## config.mk

```make
export PLATFORM = sky130hd
export DESIGN_NAME = bucketed_read_success_monitor_top
export DESIGN_NICKNAME = d
export VERILOG_FILES = /design/src/rtl/brsm_pkg.sv /design/src/rtl/brsm_ram.sv /design/src/rtl/brsm_core.sv /design/src/rtl/brsm_out.sv /design/src/rtl/bucketed_read_success_monitor_top.sv
export SDC_FILE = /design/constraint.sdc
export NUM_CORES = 2
export LEC_CHECK = 0
export BUFFER_PORTS_ARGS = -buffer_cell sky130_fd_sc_hd__buf_2
export CAP_MARGIN = 40
export CORE_MARGIN = 4
export CORE_UTILIZATION = 45
export CTS_CLUSTER_SIZE = 20
export DETAILED_ROUTE_END_ITERATION = 7
export GPL_ROUTABILITY_DRIVEN = 1
export PLACE_DENSITY = 0.62
export RECOVER_POWER = 25
export SYNTH_ARGS = -nofsm -noshare
export SYNTH_HDL_FRONTEND = slang
export SYNTH_HIERARCHICAL = 1
export SYNTH_SLANG_ARGS = --single-unit
```

## constraint.sdc

```tcl
create_clock -name clk -period 11.1 [get_ports clk]
set_input_delay 2.22 -clock clk [delete_from_list [all_inputs] [get_ports clk]]
set_output_delay 2.22 -clock clk [all_outputs]
set_load 0.02 [all_outputs]
```

## src/rtl/brsm_pkg.sv

```systemverilog
// Package for the bucketed read-success monitor.
// Holds the shared constants, the command code and the input word type.
// No dependencies.
package brsm_pkg;

  // Default number of bucket periods in the window.
  localparam int unsigned BUCKET_COUNT_DEF = 60;

  // Field widths fixed by the interface.
  localparam int unsigned TICKS_W = 16;
  localparam int unsigned TPM_W   = 24;
  localparam int unsigned CNT_W   = 16;
  localparam int unsigned OUT_W   = 22;

  // Period register: reset value and the smallest period that is honoured.
  localparam logic [TPM_W-1:0] TPM_RESET = 24'd1966080;
  localparam logic [TPM_W-1:0] TPM_MIN   = 24'd65536;

  // A bucket attempt counter stops at this value.
  localparam logic [CNT_W-1:0] BUCKET_MAX = 16'hFFFF;

  // Reported window totals saturate at this value.
  localparam logic [OUT_W-1:0] OUT_MAX = 22'h3FFFFF;

  // Command carried by an input word.
  typedef enum logic {
    CMD_ATTEMPT = 1'b0,
    CMD_TIME    = 1'b1
  } cmd_t;

  // One input word.
  typedef struct packed {
    cmd_t               cmd;
    logic               successful;
    logic [TICKS_W-1:0] elapsed_ticks;
  } item_t;

endpackage

```

## src/rtl/brsm_ram.sv

```systemverilog
// Generic single-port-write, single-port-read RAM with a registered read.
// Used for the bucket counter store. No dependencies.
module brsm_ram #(
  parameter int unsigned WIDTH = 32,
  parameter int unsigned DEPTH = 60
) (
  input  logic                     clk,
  input  logic                     wr_en,
  input  logic [$clog2(DEPTH)-1:0] wr_addr,
  input  logic [WIDTH-1:0]         wr_data,
  input  logic [$clog2(DEPTH)-1:0] rd_addr,
  output logic [WIDTH-1:0]         rd_data
);

  logic [WIDTH-1:0] mem [DEPTH];
  logic [WIDTH-1:0] rd_data_r;

  // Write port.
  always_ff @(posedge clk) begin
    if (wr_en) begin
      mem[wr_addr] <= wr_data;
    end
  end

  // Registered read port; a read at the address being written returns the old data.
  always_ff @(posedge clk) begin
    rd_data_r <= mem[rd_addr];
  end

  assign rd_data = rd_data_r;

endmodule

```

## src/rtl/brsm_core.sv

```systemverilog
// Bucket update engine of the read-success monitor.
// Reads, modifies and writes back the bucket RAM, keeps the window totals.
// Depends on brsm_pkg; drives the ports of a brsm_ram instance.
module brsm_core
  import brsm_pkg::*;
#(
  parameter int unsigned BUCKET_COUNT = BUCKET_COUNT_DEF,
  parameter int unsigned IDX_W        = $clog2(BUCKET_COUNT),
  parameter int unsigned TOT_W        = $clog2(BUCKET_COUNT * 65535 + 1)
) (
  input  logic               clk,
  input  logic               rst_n,
  // Period register write.
  input  logic               cfg_wr_en,
  input  logic [TPM_W-1:0]   cfg_wr_data,
  // Input words.
  input  logic               item_valid,
  input  item_t              item,
  output logic               item_stall,
  // Results towards the output register.
  input  logic               res_ready,
  output logic               res_valid,
  output logic               res_full,
  output logic [TOT_W-1:0]   res_successes,
  output logic [TOT_W-1:0]   res_attempts,
  // Bucket RAM port: {successes, attempts}.
  output logic               ram_wr_en,
  output logic [IDX_W-1:0]   ram_wr_addr,
  output logic [2*CNT_W-1:0] ram_wr_data,
  output logic [IDX_W-1:0]   ram_rd_addr,
  input  logic [2*CNT_W-1:0] ram_rd_data
);

  localparam int unsigned MIN_W = $clog2(BUCKET_COUNT + 1);
  localparam int unsigned ACC_W = TPM_W + 1;
  localparam logic [IDX_W-1:0] LAST_IDX = IDX_W'(BUCKET_COUNT - 1);
  localparam logic [MIN_W-1:0] MIN_FULL = MIN_W'(BUCKET_COUNT);

  // Ring increment of a bucket index.
  function automatic logic [IDX_W-1:0] ring_inc(input logic [IDX_W-1:0] idx);
    ring_inc = (idx == LAST_IDX) ? '0 : idx + IDX_W'(1);
  endfunction

  // Architectural state.
  logic [TPM_W-1:0]        period_r;
  logic [IDX_W-1:0]        cur_r, cur_nxt;
  logic [MIN_W-1:0]        min_r, min_nxt;
  logic [ACC_W-1:0]        acc_r;
  logic [TOT_W-1:0]        tot_s_r, tot_s_nxt;
  logic [TOT_W-1:0]        tot_a_r, tot_a_nxt;
  logic [BUCKET_COUNT-1:0] vld_r;

  // Word being worked on.
  logic               b_valid_r;
  cmd_t               b_cmd_r;
  logic               b_ok_r;
  logic [TICKS_W-1:0] b_ticks_r;
  logic               b_first_r;

  // Read side: valid bit and forwarded write captured with the RAM read.
  logic               rd_vld_r;
  logic               fwd_hit_r, fwd_hit_nxt;
  logic [2*CNT_W-1:0] fwd_data_r, fwd_data_nxt;

  logic [2*CNT_W-1:0] bkt;
  logic [CNT_W-1:0]   bkt_s, bkt_a;
  logic [ACC_W-1:0]   acc_work;
  logic               is_time, adv, b_done, accept, att_full, wr_en;
  logic [IDX_W-1:0]   cur_inc, rd_addr;
  cmd_t               cmd_next;

  // Bucket contents as seen by the current word: forwarded write first,
  // then the RAM, and an entry not written since reset or expiry reads as zero.
  assign bkt   = fwd_hit_r ? fwd_data_r : (rd_vld_r ? ram_rd_data : '0);
  assign bkt_s = bkt[2*CNT_W-1:CNT_W];
  assign bkt_a = bkt[CNT_W-1:0];

  // Time words: add the ticks on the first cycle, then work off whole periods.
  assign is_time  = (b_cmd_r == CMD_TIME);
  assign acc_work = b_first_r ? acc_r + ACC_W'(b_ticks_r) : acc_r;
  assign adv      = b_valid_r && is_time && (acc_work >= ACC_W'(period_r));

  // Completion and acceptance.
  assign b_done     = b_valid_r && res_ready && !adv;
  assign accept     = item_valid && (!b_valid_r || b_done);
  assign item_stall = b_valid_r && !b_done;

  // Attempt write-back, skipped when the bucket has saturated.
  assign att_full    = (bkt_a == BUCKET_MAX);
  assign wr_en       = b_done && !is_time && !att_full;
  assign ram_wr_en   = wr_en;
  assign ram_wr_addr = cur_r;
  assign ram_wr_data = {bkt_s + CNT_W'(b_ok_r), bkt_a + CNT_W'(1)};

  // Ring position after this cycle and the entry the next cycle needs.
  assign cur_inc     = ring_inc(cur_r);
  assign cur_nxt     = adv ? cur_inc : cur_r;
  assign cmd_next    = accept ? item.cmd : b_cmd_r;
  assign rd_addr     = (cmd_next == CMD_TIME) ? ring_inc(cur_nxt) : cur_nxt;
  assign ram_rd_addr = rd_addr;

  // Forward a write or an expiry that lands on the entry being read.
  always_comb begin
    fwd_hit_nxt  = (wr_en && (rd_addr == cur_r)) || (adv && (rd_addr == cur_inc));
    fwd_data_nxt = wr_en ? ram_wr_data : '0;
  end

  // Window totals and elapsed periods.
  always_comb begin
    tot_s_nxt = tot_s_r;
    tot_a_nxt = tot_a_r;
    min_nxt   = min_r;
    if (adv) begin
      tot_s_nxt = tot_s_r - TOT_W'(bkt_s);
      tot_a_nxt = tot_a_r - TOT_W'(bkt_a);
      if (min_r != MIN_FULL) begin
        min_nxt = min_r + MIN_W'(1);
      end
    end else if (wr_en) begin
      tot_s_nxt = tot_s_r + TOT_W'(b_ok_r);
      tot_a_nxt = tot_a_r + TOT_W'(1);
    end
  end

  // Result for the output register.
  assign res_valid     = b_done;
  assign res_full      = (min_nxt == MIN_FULL);
  assign res_successes = tot_s_nxt;
  assign res_attempts  = tot_a_nxt;

  // Control state and totals.
  always_ff @(posedge clk) begin
    if (!rst_n) begin
      period_r  <= TPM_RESET;
      cur_r     <= '0;
      min_r     <= '0;
      acc_r     <= '0;
      tot_s_r   <= '0;
      tot_a_r   <= '0;
      vld_r     <= '0;
      b_valid_r <= 1'b0;
      b_first_r <= 1'b0;
    end else begin
      if (cfg_wr_en) begin
        period_r <= (cfg_wr_data < TPM_MIN) ? TPM_MIN : cfg_wr_data;
      end
      cur_r   <= cur_nxt;
      min_r   <= min_nxt;
      tot_s_r <= tot_s_nxt;
      tot_a_r <= tot_a_nxt;
      if (b_valid_r && is_time) begin
        acc_r <= adv ? acc_work - ACC_W'(period_r) : acc_work;
      end
      if (wr_en) begin
        vld_r[cur_r] <= 1'b1;
      end else if (adv) begin
        vld_r[cur_inc] <= 1'b0;
      end
      if (accept) begin
        b_valid_r <= 1'b1;
        b_first_r <= 1'b1;
      end else begin
        if (b_done) begin
          b_valid_r <= 1'b0;
        end
        if (b_valid_r && is_time) begin
          b_first_r <= 1'b0;
        end
      end
    end
  end

  // Word registers and read-side capture.
  always_ff @(posedge clk) begin
    if (accept) begin
      b_cmd_r   <= item.cmd;
      b_ok_r    <= item.successful;
      b_ticks_r <= item.elapsed_ticks;
    end
    rd_vld_r   <= vld_r[rd_addr];
    fwd_hit_r  <= fwd_hit_nxt;
    fwd_data_r <= fwd_data_nxt;
  end

  // Successes can never outnumber attempts in the window.
  a_tot_order: assert property (@(posedge clk) disable iff (!rst_n)
    tot_s_r <= tot_a_r)
    else $error("window successes exceed window attempts");

  // Between time words the accumulator holds less than one full period range.
  a_acc_range: assert property (@(posedge clk) disable iff (!rst_n)
    !(b_valid_r && is_time) |-> (acc_r[ACC_W-1] == 1'b0))
    else $error("tick accumulator overflowed between time words");

  // The ring index stays inside the ring.
  a_cur_range: assert property (@(posedge clk) disable iff (!rst_n)
    cur_r <= LAST_IDX)
    else $error("bucket index out of range");

  // An expiry always moves the ring on by one entry.
  a_adv_step: assert property (@(posedge clk) disable iff (!rst_n)
    adv |=> (cur_r == ring_inc($past(cur_r))))
    else $error("bucket index did not advance on expiry");

endmodule

```

## src/rtl/brsm_out.sv

```systemverilog
// Output register of the read-success monitor with the degradation decision.
// Saturates the reported totals to the port width. Depends on brsm_pkg.
module brsm_out
  import brsm_pkg::*;
#(
  parameter int unsigned TOT_W = 22
) (
  input  logic             clk,
  input  logic             rst_n,
  // From the update engine.
  input  logic             res_valid,
  input  logic             res_full,
  input  logic [TOT_W-1:0] res_successes,
  input  logic [TOT_W-1:0] res_attempts,
  output logic             res_ready,
  // Result channel.
  output logic             out_valid,
  input  logic             out_stall,
  output logic             out_degraded,
  output logic             out_window_full,
  output logic [OUT_W-1:0] out_window_successes,
  output logic [OUT_W-1:0] out_window_attempts
);

  localparam int unsigned EXT_W = (TOT_W > OUT_W) ? TOT_W : OUT_W;
  localparam int unsigned MUL_W = TOT_W + 4;

  logic             valid_r;
  logic             full_r;
  logic [TOT_W-1:0] succ_r, att_r;
  logic [EXT_W-1:0] succ_ext, att_ext;
  logic [MUL_W-1:0] succ_x10, att_x9;

  assign res_ready = !valid_r || !out_stall;

  // Output word register; it is refilled whenever the current word leaves.
  always_ff @(posedge clk) begin
    if (!rst_n) begin
      valid_r <= 1'b0;
    end else if (res_ready) begin
      valid_r <= res_valid;
    end
  end

  always_ff @(posedge clk) begin
    if (res_ready && res_valid) begin
      full_r <= res_full;
      succ_r <= res_successes;
      att_r  <= res_attempts;
    end
  end

  // Degraded when the ratio falls under nine in ten on a full, non-empty window.
  assign succ_x10 = (MUL_W'(succ_r) << 3) + (MUL_W'(succ_r) << 1);
  assign att_x9   = (MUL_W'(att_r) << 3) + MUL_W'(att_r);

  // Totals clipped to the port width.
  assign succ_ext = EXT_W'(succ_r);
  assign att_ext  = EXT_W'(att_r);

  assign out_valid            = valid_r;
  assign out_window_full      = full_r;
  assign out_degraded         = full_r && (att_r != '0) && (succ_x10 < att_x9);
  assign out_window_successes = (succ_ext > EXT_W'(OUT_MAX)) ? OUT_MAX : succ_ext[OUT_W-1:0];
  assign out_window_attempts  = (att_ext > EXT_W'(OUT_MAX)) ? OUT_MAX : att_ext[OUT_W-1:0];

endmodule

```

## src/rtl/bucketed_read_success_monitor_top.sv

```systemverilog
// Bucketed read-success monitor, top level.
// Each accepted word is registered; the next is accepted as it completes.
// Attempt words and time words that close no period complete unless the output stalls;
// a time word first does one RAM read for each bucket period it closes.
// Reset is synchronous: bucket valid bits, totals and counters clear together, with no sweep.
// Depends on brsm_pkg, brsm_core, brsm_ram and brsm_out.
module bucketed_read_success_monitor_top
  import brsm_pkg::*;
#(
  parameter int unsigned BUCKET_COUNT = BUCKET_COUNT_DEF
) (
  input  logic               clk,
  input  logic               rst_n,
  // Configuration.
  input  logic               cfg_wr_en,
  input  logic [TPM_W-1:0]   cfg_wr_data,
  // Input channel.
  input  logic               in_valid,
  output logic               in_stall,
  input  logic               in_cmd,
  input  logic               in_successful,
  input  logic [TICKS_W-1:0] in_elapsed_ticks,
  // Result channel.
  output logic               out_valid,
  input  logic               out_stall,
  output logic               out_degraded,
  output logic               out_window_full,
  output logic [OUT_W-1:0]   out_window_successes,
  output logic [OUT_W-1:0]   out_window_attempts
);

  localparam int unsigned IDX_W = $clog2(BUCKET_COUNT);
  localparam int unsigned TOT_W = $clog2(BUCKET_COUNT * 65535 + 1);

  item_t              item;
  logic               res_valid, res_ready, res_full;
  logic [TOT_W-1:0]   res_successes, res_attempts;
  logic               ram_wr_en;
  logic [IDX_W-1:0]   ram_wr_addr, ram_rd_addr;
  logic [2*CNT_W-1:0] ram_wr_data, ram_rd_data;

  // Gather the input word.
  always_comb begin
    item.cmd           = cmd_t'(in_cmd);
    item.successful    = in_successful;
    item.elapsed_ticks = in_elapsed_ticks;
  end

  // Update engine.
  brsm_core #(
    .BUCKET_COUNT(BUCKET_COUNT),
    .IDX_W       (IDX_W),
    .TOT_W       (TOT_W)
  ) u_core (
    .clk          (clk),
    .rst_n        (rst_n),
    .cfg_wr_en    (cfg_wr_en),
    .cfg_wr_data  (cfg_wr_data),
    .item_valid   (in_valid),
    .item         (item),
    .item_stall   (in_stall),
    .res_ready    (res_ready),
    .res_valid    (res_valid),
    .res_full     (res_full),
    .res_successes(res_successes),
    .res_attempts (res_attempts),
    .ram_wr_en    (ram_wr_en),
    .ram_wr_addr  (ram_wr_addr),
    .ram_wr_data  (ram_wr_data),
    .ram_rd_addr  (ram_rd_addr),
    .ram_rd_data  (ram_rd_data)
  );

  // Bucket store: successes in the upper half, attempts in the lower half.
  brsm_ram #(
    .WIDTH(2 * CNT_W),
    .DEPTH(BUCKET_COUNT)
  ) u_bucket_ram (
    .clk    (clk),
    .wr_en  (ram_wr_en),
    .wr_addr(ram_wr_addr),
    .wr_data(ram_wr_data),
    .rd_addr(ram_rd_addr),
    .rd_data(ram_rd_data)
  );

  // Output register and decision.
  brsm_out #(
    .TOT_W(TOT_W)
  ) u_out (
    .clk                 (clk),
    .rst_n               (rst_n),
    .res_valid           (res_valid),
    .res_full            (res_full),
    .res_successes       (res_successes),
    .res_attempts        (res_attempts),
    .res_ready           (res_ready),
    .out_valid           (out_valid),
    .out_stall           (out_stall),
    .out_degraded        (out_degraded),
    .out_window_full     (out_window_full),
    .out_window_successes(out_window_successes),
    .out_window_attempts (out_window_attempts)
  );

endmodule
```

# [Yosys cells after proc, flatten, opt, wreduce, memory -nomap -nowiden]
# Memory sizes are Yosys's and may differ from the RTL's. A register that Yosys moved wholly into a read port is not among the register bits.
# Cells that the tools add are included.
# W data, S select, Z words.
[word_totals] register_bits=265 ramBits=1920 in_bits=47 word_cells=114 memories=1 out_inout_bits=48
[mem_list] memory="u_bucket_ram.mem" words=60 word_bits=32 rd=1 rd_clocked_by_memory_dff=1 wr=1 line="brsm_ram.sv:15" text="logic [WIDTH-1:0] mem [DEPTH];"
[classes] n_lt_le_gt_ge=10 muxes=32 n_bitwise=3 n_reduce_logical=29 n_eq_ne=7 addsub=13
[op_table] op="$mux W22" count=6
[op_table] op="$mux W60" count=2
[op_table] op="$mux W32" count=2
[op_table] op="$and A60 B60 Y60" count=1
[op_table] op="$not A60 Y60" count=1
[op_table] op="$or A60 B60 Y60" count=1
[op_table] op="$mux W25" count=2
[op_table] op="$gt A22 B22 Y1 const B" count=2
[op_table] op="$sub A22 B16 Y22" count=2
[op_table] op="$mux W6" count=6
[op_table] op="$add A25 B22 Y26" count=1
[op_table] op="$add A25 B23 Y26" count=1
[op_table] op="$lt A26 B26 Y1" count=1
[op_table] op="$add A25 B16 Y25" count=1
[op_table] op="$ge A25 B24 Y1" count=1
[op_table] op="$sub A25 B24 Y25" count=1
[op_table] op="$lt A24 B17 Y1 const B" count=1
[op_table] op="$mux W24" count=1
[op_table] op="$add A22 B1 Y22" count=1
[op_table] op="$add A22 B1 Y22 const B" count=1
[op_table] op="$reduce_bool A22 Y1" count=1
[op_table] op="$lt A6 B7 Y1 const B" count=3
[op_table] op="$add A6 B1 Y6 const B" count=3
[op_table] op="$eq A6 B6 Y1 const B" count=3
[op_table] op="other kinds (13)" count=49

# [Depth between registers and ports, before layout]
[logic_depth] ltp_word=13 ltp_mapped=44 ltp_nobuf=37

# [Cells and area by module]
# The synthesis kept the hierarchy.
[by_module_without_submodules] module="brsm_ram" n_inst=1 seq_area_each_um2=58295.9 cells_per_inst=3264 area_each_um2=73803.3
[by_module_without_submodules] module="brsm_core" n_inst=1 seq_area_each_um2=4554.4 cells_per_inst=1868 area_each_um2=14724.1
[by_module_without_submodules] module="brsm_out" n_inst=1 seq_area_each_um2=1371.3 cells_per_inst=442 area_each_um2=4132.7

# [Worst setup path after synthesis]
# No wires, ideal clock.
[synth_path] path_kind="flip-flop to flip-flop" startpoint="reg u_core.b_ticks_r[1]" endpoint="reg u_bucket_ram.rd_data_r[13] (netlist: u_bucket_ram/rd_data[13]) (read register of u_bucket_ram.mem)" period_less_slack_ns=7.637 t_required_ns=10.985 arrival_time_ns=7.522 n_path_buf=9 slack_ns=3.463 path_stages_with_launch=41 cell_sequence="edfxtp_1 -> ha_1 -> a21o_1 -> a21oi_1 -> o21bai_1 -> a21oi_1 -> o21bai_1 -> a211o_1 -> nand3_1 -> a41oi_1 -> a21oi_1 -> nor2_1 -> nand3_1 -> xnor2_1 -> ha_1 -> o21ai_0 -> o211a_1 -> o21ai_0 -> [5 not listed] -> buf_1 -> o21ai_0 -> ha_1 -> nand3_1 -> nand3_1 -> a211oi_1 -> a211oi_2 -> o311ai_2 -> buf_4 -> buf_2 -> buf_2 -> buf_4 -> buf_6 -> buf_2 -> mux4_2 -> nand2_1 -> nand3_1 -> and3_1"
[synth_via] elab_chain_len=10 elab_cells_between_ends=14
[synth_lines] element="start: declaration" line="brsm_core.sv:57" text="logic [TICKS_W-1:0] b_ticks_r;"
[synth_lines] element="start signal: assignment" line="brsm_core.sv:178" text="b_ticks_r <= item.elapsed_ticks;"
[synth_lines] element="$add A25 B16 Y25 *" line="brsm_core.sv:80" text="assign acc_work = b_first_r ? acc_r + ACC_W'(b_ticks_r) : acc_r;"
[synth_lines] element="$mux W25 *" line="brsm_core.sv:80"
[synth_lines] element="$ge A25 B24 Y1 *" line="brsm_core.sv:81" text="assign adv = b_valid_r && is_time && (acc_work >= ACC_W'(period_r));"
[synth_lines] element="$logic_and A1 B1 Y1 *" line="brsm_core.sv:81"
[synth_lines] element="parallel branches: the longest is 5 deep, another holds $add A6 B1 Y6"
[synth_lines] element="$mux W6 *" line="brsm_core.sv:99" text="assign rd_addr = (cmd_next == CMD_TIME) ? ring_inc(cur_nxt) : cur_nxt;"
[synth_lines] element="via ram_rd_addr[0]" line="bucketed_read_success_monitor_top.sv:39" text="logic [IDX_W-1:0] ram_wr_addr, ram_rd_addr;"
[synth_lines] element="end: declaration" line="brsm_ram.sv:16" text="logic [WIDTH-1:0] rd_data_r;"
# Mark *: on every way through the listed nets, which the timed path passes.
# A chain may end at the register's enable or synchronous reset.

# [Worst setup path in the final report]
[layout_path] startpoint="reg u_core.b_ticks_r[1]" endpoint="reg u_bucket_ram.rd_data_r[1] (netlist: u_bucket_ram/rd_data[1]) (read register of u_bucket_ram.mem)"
# Same word-level chain as after synthesis.

==> impl_metrics.json <==
{
  "hold_buffers": 0,
  "clock.fmax_mhz": 106,
  "comb_power_share_pct": 9.5,
  "drc_errors": 0,
  "fin_crit_ns": 9.48,
  "synth-seq-cells": 2217,
  "synth.area.mux_share_pct": 12.3,
  "final_layout_size_suffix_gt1_share_pct": 19.5,
  "p_leak_nw": 34.0,
  "die_w_um": 462,
  "clock_path_buffers": 3,
  "cp_data_arrival_time_ns": 10.24,
  "hold_depth": 2,
  "drt-pass1-iter-count": 6,
  "r2r_start": "u_core/b_ticks_r[1]",
  "ioPinCount": 95,
  "synthSimpleGateAreaFrac_pct": 5.31,
  "synth-compound-area-share_pct": 7.34,
  "nets": 5941,
  "async_reset_ff_share_pct": 0,
  "hold_class": "flop to flop",
  "start_util_pct": 45.2,
  "fin_cells": 8626,
  "cpMostUsedCell": "a21oi_1",
  "antenna_found_initial": 6,
  "hold_violations": 0,
  "cp_max_fo": 31,
  "antenna_left": 0,
  "syn_nets": 5773,
  "areaGrowthSynthToFinish_pct": 12.7,
  "final.setup.tns_ns": 0,
  "slew_headroom_pct": -98.7,
  "most-common-layout-cells": "edfxtp_1 (1982), mux4_2 (461), nand2_1 (307), dfxtp_1 (235), o21ai_0 (228)",
  "netSwitchingFraction_pct": 23.1,
  "clock_latency_ns": 0.87,
  "synth-edff-count": 1982,
  "grt_pass1_wl_mm": 365,
  "cp-start-kind": "flop",
  "cts_buffers": 219,
  "dieArea_sq_um": 213000,
  "ff2ff_setup_slack_ns": 1.62,
  "synth_top_family_by_area": "multiplexers",
  "clock-root-buffer": "clkbuf_16",
  "numPortBuffers": 94,
  "wire_per_inst_um": 29.2,
  "status": "finished, violations left",
  "p_clk_share_pct": 39.7,
  "gp_congestion": 0.867,
  "cp-end-kind": "flop",
  "rsz0062_at_grt": "no",
  "startpoint": "u_core/b_ticks_r[1]",
  "syn_area_sq_um": 92700,
  "grt_remaining_overflow": 0,
  "cts_resized": 0,
  "critPathSlowestCell": "a31oi_1",
  "syn_area_per_cell_sq_um": 16.6,
  "routed-via-count": 53200,
  "timing.final.crit_share_pct": 85.4,
  "crit_type": "flop to flop",
  "dp_hpwl_mm": 144,
  "post_cts_buffers": 0,
  "synthAdderAreaFrac_pct": 2.10,
  "drt-vias-per-instance": 6.17,
  "maxSlewViolCount": 1080,
  "irDropWorstVdd_mv": 0.183,
  "intPower_mw": 13.9,
  "r2r_end": "u_bucket_ram/rd_data[1]",
  "worstHoldStart": "u_core/vld_r[55]",
  "cts_tree": "built",
  "dp_cells": 8207,
  "reg2reg_depth": 39,
  "synth_cells": 5574,
  "cap_violations": 20,
  "violations": "capacitance limit, slew limit",
  "core_area_sq_um": 205000,
  "rows": 166,
  "grt_start_max_net_pins": 133,
  "ys_seq_area_share_pct": 69.3,
  "power_frac_seq_pct": 50.8,
  "min_to": "u_core/vld_r[55]",
  "synth-xor-area-share_pct": 1.56,
  "final_common_cell": "edfxtp_1",
  "skew_ns": 0.0878,
  "power_switching_mw": 4.18,
  "drt_iter0_markers": 6100,
  "cp.required_ns": 11.86,
  "fin_util_pct": 51.0,
  "synth_ff_type": "edfxtp_1",
  "yosysWarnings": 6,
  "yosys.cell_types.count": 99,
  "gr-usage-all-layers_pct": 23.5,
  "p_per_area_nw_per_um2": 174,
  "die_y_um": 462,
  "clk_pin_slew_ns": 0.06,
  "first_global_vias": 52100,
  "slowest_delay_ns": 0.69,
  "wl_mm": 252,
  "tightest_slew_ns": 2.98,
  "cts_htree_levels": 4,
  "setup_viol": 0,
  "cts.sinks": 2217
}
==> registers in the layout, indices dropped and copies added, names as in the netlist, named ones only <==
name	cells
u_core/tot_a_r	22
u_core/b_ok_r	1
u_core/b_cmd_r	1
u_core/fwd_hit_r	1
u_core/b_ticks_r	16
u_core/rd_vld_r	1
u_bucket_ram/mem	1920
u_core/ram_wr_addr	5
u_core/tot_s_r	22
u_core/fwd_data_r	32
u_out/succ_ext	22
u_core/vld_r	60
u_out/out_window_full	1
u_bucket_ram/rd_data	32
u_out/out_valid	1
u_core/period_r	24
u_core/b_valid_r	1
u_core/min_r	6
u_core/b_first_r	1
u_out/att_ext	22
u_core/acc_r	25
==> layer usage <==
metal	global-route usage, %	up-vias	share of wire (%)
met5	0	-	0
met4	6.81	0	2.8
met3	4.08	382	8.6
met2	38.0	2346	48
met1	32.9	28000	41
li1	-	22500	-
==> power groups by stage <==
stage               clock (mW)  combinational [mW]  sequential, mW
global placement             0                1.71            9.37
detailed placement           0                1.74            9.37
global route              7.72                1.88            9.21
floorplan                    0                1.31            9.35
finish                    7.21                1.72            9.21
CTS                       7.35                1.75            9.20
==> how the worst max path moves through the flow <==
stage,slack (ns),end
floorplan,3.46,u_bucket_ram/rd_data[13]
global placement,1.83,u_bucket_ram/rd_data[23]
detailed placement,1.79,u_bucket_ram/rd_data[23]
CTS,1.76,u_bucket_ram/rd_data[23]
global route,1.21,u_bucket_ram/rd_data[23]
finish,1.62,u_bucket_ram/rd_data[1]
==> through the flow <==
stage / hold slack (ns) / setup WS (ns) / cell area (sq um) / total power, mW
2_1_floorplan: 0.449 / 3.46 / 92700 / 10.7
3_3_place_gp: 0.457 / 1.83 / 97300 / 11.1
3_5_place_dp: 0.463 / 1.79 / 97600 / 11.1
4_1_cts: 0.471 / 1.76 / 105000 / 18.3
5_1_grt: 0.494 / 1.21 / 104000 / 18.8
6_report: 0.474 / 1.62 / 104000 / 18.1
==> synthesized netlist by cell type (10+ instances only) <==
library cell | count | area [sq um]
clkbuf_1 | 207 | 777
and2_1 | 97 | 607
a22o_1 | 33 | 289
o211ai_1 | 52 | 390
a22oi_1 | 137 | 1030
xor2_1 | 70 | 613
o31ai_1 | 19 | 143
xnor2_1 | 95 | 832
buf_6 | 14 | 158
buf_1 | 36 | 135
inv_1 | 90 | 338
nor2b_1 | 31 | 194
dfxtp_1 | 235 | 4700
edfxtp_1 | 1982 | 59500
nand3b_1 | 13 | 97.6
mux2i_1 | 78 | 781
a21boi_0 | 11 | 82.6
mux2_2 | 18 | 203
or2_2 | 10 | 62.6
a21o_1 | 34 | 255
buf_2 | 52 | 260
o21ai_0 | 228 | 1140
o21ai_1 | 23 | 115
buf_4 | 17 | 128
a31o_2 | 17 | 149
a31oi_1 | 40 | 250
o21bai_1 | 13 | 97.6
nand2_1 | 307 | 1150
o211a_1 | 21 | 210
nor2_1 | 259 | 972
nor3_1 | 42 | 210
a21oi_1 | 223 | 1120
mux4_2 | 461 | 10400
nand2b_1 | 33 | 206
nor4_1 | 14 | 87.6
a221oi_1 | 20 | 175
nand4_1 | 26 | 163
ha_1 | 146 | 1830
and3_1 | 42 | 263
o21a_1 | 32 | 240
a311oi_1 | 14 | 123
or3_1 | 15 | 93.8
a2bb2oi_1 | 17 | 149
nand3_1 | 109 | 546
a211oi_1 | 20 | 150
==> critical path: cells and delay by family, from the launching register on <==
| kind | cells | cell delay [ns] |
|---|---|---|
| DFF | 1 | 0.40 |
| adders and majority gates | 3 | 0.91 |
| AOI/OAI and AO/OA | 18 | 3.79 |
| buffers and inverters | 4 | 1.29 |
| xor gates and xnor gates | 1 | 0.17 |
| and+or+nand+nor | 12 | 2.37 |
| muxes | 1 | 0.43 |
==> cell type report <==
cell class	count	area, sq um
Multi-Input combinational cell	2929	27400
Clock inverter	106	1020
Fill cell	16600	100000
Inverter	93	359
Clock buffer	305	5990
Sequential cell	2217	64200
Antenna cell	6	15.0
Timing Repair Buffer	282	1970
Tap cell	2688	3360
==> kinds of logic (layout without fill, tap and decap cells) <==
family | count (synthesis) | count (layout)
AO/OA/AOI/OAI | 1024 | 1024
XOR/XNOR | 165 | 165
adder cells (fa/ha/maj) | 152 | 152
buffers and inverters | 428 | 786
flip-flops | 2217 | 2217
multiplexers | 559 | 559
other | 0 | 6
AND/OR/NAND/NOR | 1029 | 1029
No activity file was read; power rests on OpenSTA's default activity.
